<file path="src/hpt_pkg.sv">
// Package for the homogeneous point transform unit.
// Holds the widths, the item codes and the word types shared by the cell chain and the top level.
// Depends on nothing.
package hpt_pkg;

  localparam int COEF_WIDTH = 32;
  localparam int FRAC_BITS  = 16;
  localparam int PT_W       = 32;
  localparam int Q_W        = 32;

  // Product, sum and quotient operand widths.
  localparam int PROD_W = COEF_WIDTH + PT_W;
  localparam int SUM_W  = PROD_W + 2;
  localparam int MAG_W  = SUM_W - FRAC_BITS;
  localparam int NUM_W  = MAG_W + FRAC_BITS;
  localparam int HI_W   = NUM_W - Q_W;

  typedef enum logic {
    OP_LOAD  = 1'b0,
    OP_XFORM = 1'b1
  } op_t;

  // One divider lane: partial remainder, numerator bits still to shift in, quotient so far.
  typedef struct packed {
    logic [MAG_W-1:0] rem;
    logic [Q_W-1:0]   num;
    logic [Q_W-1:0]   quo;
    logic             neg;
    logic             ovf;
  } lane_t;

  // One word moving down the divider chain.
  typedef struct packed {
    lane_t            lx;
    lane_t            ly;
    lane_t            lz;
    logic [MAG_W-1:0] den;
    logic             w_zero;
  } div_word_t;

  // Coefficient as stored: low bits kept and sign-extended to the store width.
  function automatic logic signed [COEF_WIDTH-1:0] coef_of(input logic signed [PT_W-1:0] v);
    logic signed [63:0] e;
    e = 64'(v);
    return e[COEF_WIDTH-1:0];
  endfunction

  // One in the coefficient format, wrapped to the store width.
  localparam logic [COEF_WIDTH-1:0] COEF_ONE = COEF_WIDTH'(64'd1 << FRAC_BITS);

endpackage

</file>
<file path="src/hpt_div_cell.sv">
// One cell of the divider chain: retires one quotient bit for each of the three lanes.
// Depends on hpt_pkg.
module hpt_div_cell
  import hpt_pkg::*;
(
  input  logic      clk,
  input  logic      rst_n,
  input  logic      in_vld,
  input  div_word_t in_word,
  output logic      rdy,
  input  logic      nxt_rdy,
  output logic      out_vld,
  output div_word_t out_word
);

  logic      vld_r;
  div_word_t word_r;
  div_word_t word_nxt;

  // Restoring step for one lane.
  function automatic lane_t step(input lane_t l, input logic [MAG_W-1:0] den);
    logic [MAG_W:0] r2;
    logic [MAG_W:0] diff;
    lane_t          o;
    r2   = {l.rem, l.num[Q_W-1]};
    diff = r2 - {1'b0, den};
    o    = l;
    o.num = {l.num[Q_W-2:0], 1'b0};
    if (r2 >= {1'b0, den}) begin
      o.rem = diff[MAG_W-1:0];
      o.quo = {l.quo[Q_W-2:0], 1'b1};
    end else begin
      o.rem = r2[MAG_W-1:0];
      o.quo = {l.quo[Q_W-2:0], 1'b0};
    end
    return o;
  endfunction

  // Next word for this cell.
  always_comb begin
    word_nxt    = in_word;
    word_nxt.lx = step(in_word.lx, in_word.den);
    word_nxt.ly = step(in_word.ly, in_word.den);
    word_nxt.lz = step(in_word.lz, in_word.den);
  end

  assign rdy = !vld_r || nxt_rdy;

  // Stage register.
  always_ff @(posedge clk) begin
    if (!rst_n) begin
      vld_r <= 1'b0;
    end else if (rdy) begin
      vld_r <= in_vld;
    end
    if (rdy && in_vld) begin
      word_r <= word_nxt;
    end
  end

  assign out_vld  = vld_r;
  assign out_word = word_r;

endmodule
</file>
<file path="config.mk">
export PLATFORM = sky130hd
export DESIGN_NAME = hpt_div_cell
export DESIGN_NICKNAME = d
export VERILOG_FILES = /design/src/hpt_pkg.sv /design/src/hpt_div_cell.sv
export SDC_FILE = /design/constraint.sdc
export NUM_CORES = 1
export LEC_CHECK = 0
export ABC_CLOCK_PERIOD_IN_PS = 28700
export BUFFER_PORTS_ARGS = -buffer_cell sky130_fd_sc_hd__buf_2
export CAP_MARGIN = 0
export CORE_AREA = 2 2 312 314
export CTS_CLUSTER_DIAMETER = 50
export DETAILED_ROUTE_END_ITERATION = 16
export DIE_AREA = 0 0 314 316
export PLACE_DENSITY = 0.41
export SYNTH_ARGS = -nofsm -noshare
export SYNTH_HDL_FRONTEND = slang
export SYNTH_SLANG_ARGS = --single-unit
</file>
<file path="constraint.sdc">
create_clock -name clk -period 28.7 [get_ports clk]
set_input_delay 4.305 -clock clk [delete_from_list [all_inputs] [get_ports clk]]
set_output_delay 4.305 -clock clk [all_outputs]
set_load 0.02 [all_outputs]
</file>
-- Word level (Yosys, flattened, before mapping)
Index checks and enable logic that the tools add are counted.
- add/sub/neg operators: 3
- order comparisons: 3
- multiplexer cells: 6
- reduce and logical (&&, ||, !) cells: 3
- operators with widths (kind ; number):
    $ge 51x50->1 ; 3
    $mux 50 ; 3
    $sub 50x50->50 ; 3
    $mux 1 ; 3
    $logic_and 1x1->1 ; 1
    $logic_not 1->1 ; 1
    $logic_or 1x1->1 ; 1
- bits in registers: 397
- bits of input ports: 403
- output and inout port bits: 401
- logic and storage cells: 33

-- Longest topological paths before layout
Gate-level depths: netlist of the first run.
- depth in word-level cells: 3
- gate-level depth with buffers: 15
- mapped depth without buffers: 14

-- Worst setup path after synthesis of the first run
Ideal clock, no wire load.
- path kind: in2reg
- from: input port nxt_rdy
- to: register word_r, in the netlist out_word[0] (enable)
- arrival: 13550 ps
- required time: 27891 ps
- path slack: 14341 ps
- stages on the path: 2
- path through: nand2b_1 -> and2_1
- longest elaborated chain between the ends: 2
- RTL lines (element ; RTL line ; source):
    start: declaration ; hpt_div_cell.sv:11 ; input logic nxt_rdy,
    $logic_or 1x1->1 ; hpt_div_cell.sv:47 ; assign rdy = !vld_r || nxt_rdy;
    $logic_and 1x1->1 ; hpt_div_cell.sv:56 ; if (rdy && in_vld) begin
    end signal: assignment ; hpt_div_cell.sv:57 ; word_r <= word_nxt;
    end: declaration ; hpt_div_cell.sv:17 ; div_word_t word_r;
No other way between the ends.
A chain may end at the register's enable or synchronous reset.

-- Worst setup path after layout of the first run
- from: input port nxt_rdy
- to: output port rdy
- longest elaborated chain between the ends: 1
- RTL lines (element ; RTL line ; source):
    $logic_or 1x1->1 ; hpt_div_cell.sv:47 ;
    end: declaration ; hpt_div_cell.sv:10 ; output logic rdy,
No other way between the ends.

==> qor.csv, run 1 <==
stage;metric;value;unit
pwr;p_total;2.09;mW
place;hpwl;83.7;mm
global_route;antenna_found_initial;33;
clocking;post_cts_buffers;0;
critical_path;startpoint_type;input pin;
clocking;path_clk_slew;0.05;ns
logic_synthesis;yosys.area.top_type;edfxtp_1;
global_route;grt_pass1_wl;138;mm
timing;tns;0;ns
timing;rsz0062_at_grt;no;
layout;fill_cells;9925;
layout;final_common_cell;buf_2;
global_route;grt_max_degree;137;
logic_synthesis;synth.distinct_cells;78;
timing;finalCritPeriodShare;0.314;
logic_synthesis;synthCells;1883;
global_route;grt_pass1_vias;18600;
floorplanning;fp.dieH;316;um
logic_synthesis;synth_edf_count;396;
critical_path;cpMostUsedCell;buf_2;
floorplanning;die_x;314;um
route;drtAntennaViolNets;0;
critical_path;crit_family;buffers and inverters;
global_route;grt_use_total;0.195;
place;place_inst;3908;
global_route;grt_overflow_total;0;
critical_path;critPathKind;in -> out;
layout;finalNonFillerCells;4049;
logic_synthesis;async_flop_share;0;
timing;worst_slack;19.68;ns
floorplanning;ioPinCount;804;
critical_path;crit_buf_inv;2;
critical_path;max_stage_delay;0.16;ns
route;drt-total-wl;101;mm
logic_synthesis;avgSynthCellArea;11.9;um^2
status;outcome;completed;
floorplanning;coreArea;0.0960;mm^2
floorplanning;dieArea;0.0992;mm^2
clocking;clock-sinks;397;
clocking;cts_tree;built;
logic_synthesis;synth.ff_latch_count;397;
clocking;cts_buffer_depth;3;
logic_synthesis;syn_area;0.0223;mm^2
floorplanning;start_util;0.233;
critical_path;crit_arrival;4.71;ns
layout;multi_input_area;0.00975;mm^2
layout;fin_area;0.0303;mm^2
critical_path;required;24.40;ns
layout;final_nets;3264;
layout;area_delta_synth_final;35.7;%
place;place_ws;19.53;ns
pwr;peakVddDrop;0.0330;mV
critical_path;cp-end-kind;primary output;
logic_synthesis;synth_top_area_frac;0.533;
layout;seqCellArea;0.0119;mm^2
timing;skew;0.0158;ns
timing;hold_violations;0;
layout;drive_above_1_share;0.383;
job;cap_viol_max_count;0;
timing;worstMarginPinSlew;1.14;ns
clocking;insertion_delay;0.61;ns
critical_path;slowest_stage;buf_2;
layout;final_cell_mix;buf_2, edfxtp_1, a21oi_1, ha_1, nor2_1;
place;routabilityCongestion;0.888;
timing;period_minus_slack;9.02;ns
route;viasPerCell;4.71;
logic_synthesis;synth_flop_cell;edfxtp_1;
place;io_buffers;797;
critical_path;cp_cell_sequence;buf_2 > nand2b_1 > buf_2;
logic_synthesis;ys_warn_count;0;
route;via_count;19100;
clocking;htreeDepth;3;
logic_synthesis;yosysSeqAreaShare;0.534;
clocking;cts-buffers-inserted;74;
pwr;power_leakage;13.0;nW
logic_synthesis;netlist_top_cells_area;edfxtp_1, ha_1, mux2_2, a21oi_1, xnor2_1;
place;post_dp_cell_area;0.0277;mm^2
timing;max_slew_margin;0.217;
timing;finalSetupViolCount;0;
timing;fmax;0.111;GHz
route;drtPass1Iterations;5;
route;drc;0;
clocking;cts_root_buffer;clkbuf_16;
timing;slew_violations;0;
clocking;cts_resized;0;
clocking;cts_hold_buf;0;
pwr;power_density;69.0;mW/mm^2
critical_path;crit_fanout;3;
route;drt_iter0_markers;1329;
hold_path;worst_hold_path_type;reg -> reg;
floorplanning;rows;114;
route;wl_per_cell;24.9;um
synth_stat cells (all sizes together), types with 12 or more instances:
cell type and count:
o21ai 90, buf 26, mux2 109, edfxtp 396
nand2b 13, o211ai 12, a21o 85, xnor2 93
clkbuf 36, o21a 18, nand2 110, nor2 113
ha 150, nor2b 17, xor2 45, nand4 38
nor3 12, a21oi 201, o21bai 29, and3 14
a31oi 25, nand3 30, inv 100
flip-flops by register name (all words and copies together) (netlist names):
| register | flops |
|---|---|
| out_word | 396 |
| out_vld | 1 |
routing by layer:
layer | share of wire | GRT usage | up-vias | wire length (um)
met1 | 0.39 | 0.228 | 9217 | 39300
met2 | 0.51 | 0.352 | 845 | 51500
met5 | 0.0016 | 0 | - | 159
li1 | - | - | 8820 | -
met4 | 0.026 | 0.0595 | 26 | 2670
met3 | 0.072 | 0.0459 | 159 | 7250
cell type report:
class,instances,area share
inverter,100,0.0124
tap,1276,0.0527
multi-input combinational,1326,0.322
timing repair buffer,809,0.135
clock buffer,86,0.0654
clock inverter,48,0.0189
sequential,397,0.393
antenna,7,0.000578
power breakdown:
part / internal [mW] / switching (mW) / total, mW
Clock: 0.569 / 0.335 / 0.904
Combinational: 0.171 / 0.294 / 0.465
Sequential: 0.707 / 0.0152 / 0.722
final timing paths:
| kind | start | end | slack (ns) | cells past startpoint |
|---|---|---|---|---|
| worst max-delay path | nxt_rdy | rdy | 19.68 | 3 |
| worst min-delay path | out_vld | out_vld | 0.54 | 2 |
| worst max register to register | out_vld | out_word[55] | 25.88 | 4 |
| worst min register to register | out_vld | out_vld | 0.54 | 2 |
cells by family (layout without fill, tap and decap cells):
logic type	after synthesis	count (layout)	share of synthesized area
compound gates	532	532	0.153
xor+xnor	138	138	0.0541
fa+ha+maj	153	153	0.0868
buf+inv	162	1043	0.0309
flops	397	397	0.534
mux	114	114	0.0586
other cells	1	10	0.000168
simple gates	386	386	0.0825
through the flow:
step                      hold WS (ns)  utilization
after global placement           0.519        0.289
after floorplan                  0.750            -
after CTS                        0.548        0.315
final                            0.540        0.316
after detailed placement         0.537        0.289
after global routing             0.591        0.315
worst min-delay path: stages (launching register included):
cell      delay, ns
dfxtp_1        0.31
nand2b_1       0.10
a21boi_0       0.08
Power figures use the tool's default switching activity.
==> run 2, diff against run 1 <==
Settings changed: ABC_CLOCK_PERIOD_IN_PS 28700 to 7500, PLACE_DENSITY 0.41 to 0.42.
Clock period 28.7 ns to 7.5 ns, I/O delays scaled along.
==> qor.csv, run 2 (synthesis gave the netlist of run 1 again) <==
stage;metric;value;unit;change
floorplanning;die_x;314;um;unchanged
timing;whs;0.545;ns;was 0.540 ns
global_route;grt_pass1_wl;138;mm;about the same
clocking;insertion_delay;0.63;ns;was 0.61 ns
layout;final_common_cell;buf_2;;unchanged
pwr;power_leakage;12.9;nW;was 13.0 nW
layout;area_delta_synth_final;34.8;%;was 35.7%
layout;largest_reg_flops;396;;unchanged
place;post_dp_cell_area;0.0278;mm^2;was 0.0277 mm^2
layout;final_cell_mix;buf_2, edfxtp_1, a21oi_1, ha_1, nor2_1;;unchanged
critical_path;critPathKind;in -> reg;;was in -> out
floorplanning;fp.dieH;316;um;unchanged
place;routabilityCongestion;0.895;;was 0.888
timing;fmax;0.187;GHz;
clocking;cts_root_buffer;clkbuf_16;;unchanged
clocking;cts_hold_buf;0;;unchanged
layout;fin_area;0.0301;mm^2;was 0.0303 mm^2
critical_path;cp_cell_sequence;buf_2 > inv_1 > ha_1 > inv_1 > fa_1 > a211oi_1 > o211ai_1 > a21oi_1 > o21a_1 > o21ai_0 > a21oi_1 > o21ai_0 > a221o_1 > xor2_1 > mux2_4;;was buf_2 > nand2b_1 > buf_2
route;viasPerCell;4.71;;about the same
timing;worstMarginPinSlew;1.07;ns;was 1.14 ns
floorplanning;start_util;0.233;;unchanged
place;io_buffers;797;;unchanged
clocking;cts_resized;0;;unchanged
route;drt_iter0_markers;1429;;was 1,329
critical_path;startpoint_type;input pin;;unchanged
clocking;cts-buffers-inserted;71;;was 74
route;drtPass1Iterations;5;;unchanged
timing;hold_violations;0;;unchanged
global_route;grt_pass1_vias;18800;;was 18,600
timing;max_slew_margin;0.267;;was 0.217
floorplanning;dieArea;0.0992;mm^2;unchanged
timing;tns;0;ns;unchanged
critical_path;cp-end-kind;flop;;was primary output
route;drc;0;;unchanged
route;wl_per_cell;25.0;um;was 24.9 um
place;hpwl;83.1;mm;was 83.7 mm
critical_path;max_stage_delay;0.75;ns;was 0.16 ns
global_route;grt_use_total;0.195;;about the same
critical_path;required;7.87;ns;was 24.40 ns
floorplanning;rows;114;;unchanged
critical_path;crit_family;compound AO/OA/AOI/OAI gates;;was buffers and inverters
route;drtAntennaViolNets;0;;unchanged
clocking;cts_tree;built;;unchanged
clocking;clock-sinks;397;;unchanged
timing;slew_violations;0;;unchanged
critical_path;r2r_slack;5.16;ns;was 25.88 ns
clocking;path_clk_slew;0.05;ns;about the same
global_route;grt_overflow_total;0;;unchanged
clocking;post_cts_buffers;0;;unchanged
pwr;power_density;257;mW/mm^2;was 69.0 mW/mm^2
route;drt-total-wl;101;mm;about the same
critical_path;slowest_stage;a21oi_1;;was buf_2
layout;fill_cells;9956;;was 9,925
status;outcome;completed;;unchanged
timing;finalCritPeriodShare;0.714;;
layout;drive_above_1_share;0.383;;about the same
clocking;htreeDepth;3;;unchanged
timing;rsz0062_at_grt;no;;unchanged
layout;post-route-util;0.313;;was 0.316
timing;skew;0.0244;ns;was 0.0158 ns
clocking;cts_buffer_depth;3;;unchanged
layout;final_nets;3262;;was 3,264
route;via_count;19100;;unchanged
hold_path;worst_hold_path_type;reg -> reg;;unchanged
critical_path;crit_buf_inv;3;;was 2
pwr;peakVddDrop;0.158;mV;was 0.0330 mV
floorplanning;ioPinCount;804;;unchanged
critical_path;crit_fanout;4;;was 3
global_route;antenna_found_initial;31;;was 33
global_route;grt_max_degree;148;;was 137
critical_path;crit_arrival;5.73;ns;was 4.71 ns
job;cap_viol_max_count;0;;unchanged
timing;finalSetupViolCount;0;;unchanged
floorplanning;coreArea;0.0960;mm^2;unchanged
timing;period_minus_slack;5.36;ns;
==> run 2: cell types whose count changed in the layout (fill, tap and decap cells not counted), moves of 3 or more <==
cell,delta
clkbuf_16,-7
clkinv_1,-3
clkinvlp_4,+3
clkinv_2,+6
inv_8,-3
bufinv_16,-3
==> run 2: where the power goes <==
| group | total (mW) | leakage [nW] | switching [mW] | internal [mW] |
|---|---|---|---|---|
| logic | 1.78 | 7.98 | 1.12 | 0.658 |
| clock network | 3.17 | 1.10 | 1.26 | 1.91 |
| registers | 2.76 | 3.83 | 0.0580 | 2.71 |
| total | 7.72 | 12.9 | 2.44 | 5.28 |
==> run 2: per-stage QoR <==
stage	setup WS, ns	cells	total power, mW
4_1_cts	2.36	4037	7.83
2_1_floorplan	0.776	1885	3.93
5_1_grt	2.07	4038	8.05
6_report	2.14	4046	7.72
3_3_place_gp	1.72	3909	4.59
3_5_place_dp	1.69	3909	4.58
==> run 2: final timing paths <==
kind	endpoint	cells past startpoint	startpoint
max	out_word[165]	15	in_word[116]
min	out_vld	2	out_vld
max reg2reg	out_word[94]	3	out_vld
min reg2reg	out_vld	2	out_vld
==> run 2: routing by layer <==
| metal | wire (um) | vias to the layer above | GRT usage |
|---|---|---|---|
| li1 | - | 8819 | - |
| met1 | 39900 | 9262 | 0.227 |
| met2 | 51600 | 810 | 0.351 |
| met3 | 6580 | 156 | 0.0472 |
| met4 | 2910 | 20 | 0.0613 |
| met5 | 113 | - | 0 |
==> run 2: cell type report <==
class / count / area, um^2 / share of cell area
tap: 1276 / 1600 / 0.0531
inverter: 100 / 375 / 0.0125
timing repair buffer: 810 / 4120 / 0.137
clock inverter: 49 / 503 / 0.0167
sequential: 397 / 11900 / 0.396
clock buffer: 79 / 1810 / 0.0600
multi-input combinational: 1326 / 9750 / 0.324
antenna: 9 / 22.5 / 0.000749
==> run 2: worst register-to-register path, cell delays in order (launching register included) <==
cell and delay [ns]:
dfxtp_1 0.31, nand2b_1 0.10, and2_4 0.60, buf_12 0.59
==> run 3, diff against run 2 <==
Settings changed: ABC_AREA set to 1, ABC_CLOCK_PERIOD_IN_PS 7500 to 4500, CORE_AREA 2 2 312 314 to 2 2 317 319, DIE_AREA 0 0 314 316 to 0 0 319 321, PLACE_DENSITY 0.42 to 0.47.
Clock period 7.5 ns to 4.5 ns, I/O delays scaled along.
==> qor.csv, run 3 <==
stage;metric;value;unit;change
critical_path;startpoint_type;input pin;;unchanged
route;drtPass1Iterations;6;;was 5
hold_path;worst_hold_path_type;in -> reg;;was reg -> reg
layout;drive_above_1_share;0.232;;was 0.383
logic_synthesis;avgSynthCellArea;7.48;um^2;was 11.9 um^2
logic_synthesis;synth_common_cells;nand2_1, inv_1, edfxtp_1;;was edfxtp_1, a21oi_1, ha_1
pwr;p_total;13.4;mW;was 7.72 mW
clocking;cts-buffers-inserted;69;;was 71
route;drc;0;;unchanged
timing;whs;0.223;ns;was 0.545 ns
status;outcome;completed;;unchanged
critical_path;cp-end-kind;flop;;unchanged
critical_path;crit_fanout;13;;was 4
logic_synthesis;yosysMostFrequentCell;nand2_1;;was edfxtp_1
place;hpwl;113;mm;was 83.1 mm
clocking;cts_root_buffer;clkbuf_16;;unchanged
critical_path;crit_arrival;3.45;ns;was 5.73 ns
clocking;cts_buffer_depth;3;;unchanged
clocking;clock-sinks;397;;unchanged
job;cap_viol_max_count;0;;unchanged
logic_synthesis;async_flop_share;0;;unchanged
critical_path;critPathKind;in -> reg;;unchanged
global_route;grt_max_degree;116;;was 148
critical_path;required;4.80;ns;was 7.87 ns
timing;slew_violations;0;;unchanged
floorplanning;coreArea;0.0993;mm^2;was 0.0960 mm^2
timing;finalCritPeriodShare;0.699;;
place;io_buffers;797;;unchanged
logic_synthesis;syn_area;0.0276;mm^2;was 0.0223 mm^2
timing;hold_violations;0;;unchanged
clocking;cts_hold_buf;0;;unchanged
floorplanning;dieArea;0.102;mm^2;was 0.0992 mm^2
global_route;grt_pass1_vias;25500;;was 18,800
clocking;post_cts_buffers;0;;unchanged
critical_path;r2r_cells;3;;unchanged
timing;fmax;0.318;GHz;
floorplanning;fp.dieH;321;um;was 316 um
place;routabilityCongestion;0.962;;was 0.895
layout;fin_area;0.0357;mm^2;was 0.0301 mm^2
logic_synthesis;yosysSeqAreaShare;0.432;;was 0.534
route;wl_per_cell;22.3;um;was 25.0 um
timing;max_slew_margin;0.467;;was 0.267
route;via_count;26800;;was 19,100
clocking;cts_resized;0;;unchanged
route;viasPerCell;4.53;;was 4.71
logic_synthesis;synth.ff_latch_count;397;;unchanged
timing;finalSetupViolCount;0;;unchanged
global_route;grt_overflow_total;0;;unchanged
layout;final_common_cell;nand2_1;;was buf_2
timing;rsz0062_at_grt;no;;unchanged
clocking;insertion_delay;0.62;ns;was 0.63 ns
clocking;htreeDepth;3;;unchanged
timing;skew;0.0292;ns;was 0.0244 ns
floorplanning;start_util;0.278;;was 0.233
floorplanning;ioPinCount;804;;unchanged
layout;largest_reg_flops;396;;unchanged
hold_path;whs_path_depth;1;;was 2
logic_synthesis;synth.distinct_cells;42;;was 78
floorplanning;rows;116;;was 114
logic_synthesis;synthCells;3687;;was 1,883
logic_synthesis;yosys.area.top_type;edfxtp_1;;unchanged
place;post_dp_cell_area;0.0334;mm^2;was 0.0278 mm^2
critical_path;r2r_slack;2.77;ns;was 5.16 ns
timing;worstMarginPinSlew;0.799;ns;was 1.07 ns
logic_synthesis;synth_edf_count;396;;unchanged
layout;final_cell_mix;nand2_1, buf_2, inv_1, edfxtp_1, nor2_1;;was buf_2, edfxtp_1, a21oi_1, ha_1, nor2_1
pwr;power_density;375;mW/mm^2;was 257 mW/mm^2
logic_synthesis;ys_warn_count;0;;unchanged
layout;final_nets;5114;;was 3,262
logic_synthesis;synth_flop_cell;edfxtp_1;;unchanged
global_route;antenna_found_initial;23;;was 31
timing;tns;0;ns;unchanged
pwr;power_leakage;18.6;nW;was 12.9 nW
layout;area_delta_synth_final;29.6;%;was 34.8%
floorplanning;die_x;319;um;was 314 um
clocking;path_clk_slew;0.06;ns;was 0.05 ns
logic_synthesis;synth_top_area_frac;0.431;;was 0.533
logic_synthesis;netlist_top_cells_area;edfxtp_1, nand2_1, inv_1, ha_1, nor2_1;;was edfxtp_1, ha_1, mux2_2, a21oi_1, xnor2_1
global_route;grt_use_total;0.250;;was 0.195
route;drtAntennaViolNets;0;;unchanged
route;drt-total-wl;132;mm;was 101 mm
timing;period_minus_slack;3.15;ns;
clocking;cts_tree;built;;unchanged
pwr;peakVddDrop;0.256;mV;was 0.158 mV
route;drt_iter0_markers;1840;;was 1,429
global_route;grt_pass1_wl;183;mm;was 138 mm
==> run 3: power by group <==
group / switching, mW / internal [mW] / total, mW
combinational: 2.38 / 1.03 / 3.41
sequential: 0.101 / 4.49 / 4.59
clock: 2.06 / 3.33 / 5.39
total: 4.55 / 8.85 / 13.4
==> run 3: final cells by class <==
cell class | count | area (um^2)
Fill cell | 10800 | 63500
Multi-Input combinational cell | 2467 | 12400
Sequential cell | 397 | 11900
Timing Repair Buffer | 843 | 4430
Inverter | 780 | 2940
Clock buffer | 79 | 1790
Tap cell | 1298 | 1620
Clock inverter | 49 | 574
Antenna cell | 8 | 20.0
==> run 3: path summary, 6_finish.rpt <==
| kind | start | endpoint |
|---|---|---|
| setup / recovery | in_word[19] | out_word[163] |
| hold / removal | in_word[315] | out_word[316] |
| setup reg to reg | out_vld | out_word[160] |
| hold reg to reg | out_vld | out_vld |
==> run 3: cell families after synthesis <==
kind of cell,count (synthesis),share of synthesized area
AND/OR/NAND/NOR,2020,0.313
other,1,0.000136
XOR/XNOR,86,0.0273
adder cells (fa/ha/maj),153,0.0703
flip-flops,397,0.432
buffers and inverters,825,0.117
AO/OA/AOI/OAI,205,0.0406
==> run 3: worst max-delay path, stage by stage <==
cell and delay, ns:
buf_2 0.11, inv_1 0.37, ha_1 0.37, nand2_1 0.19
inv_1 0.06, nand2_1 0.06, nand2_1 0.09, inv_1 0.06
nand2_1 0.08, nand3b_2 0.31, nand2_2 0.12, nand3_2 0.39
nand3_1 0.33, nand2_1 0.21
==> run 3: layer usage <==
layer  track usage  share of wire  vias to the layer above
li1              -              -                    13300
met1         0.309           0.42                    12400
met2         0.437           0.49                      844
met3        0.0494          0.061                      146
met4        0.0771          0.030                       16
met5             0        0.00079                        -
==> run 3: stage by stage <==
stage	utilization	setup WS, ns	std cells
4_1_cts	0.360	1.41	5913
3_5_place_dp	0.336	0.755	5785
6_report	0.360	1.35	5921
3_3_place_gp	0.336	0.756	5785
5_1_grt	0.360	1.23	5915
2_1_floorplan	-	-3.11	3689
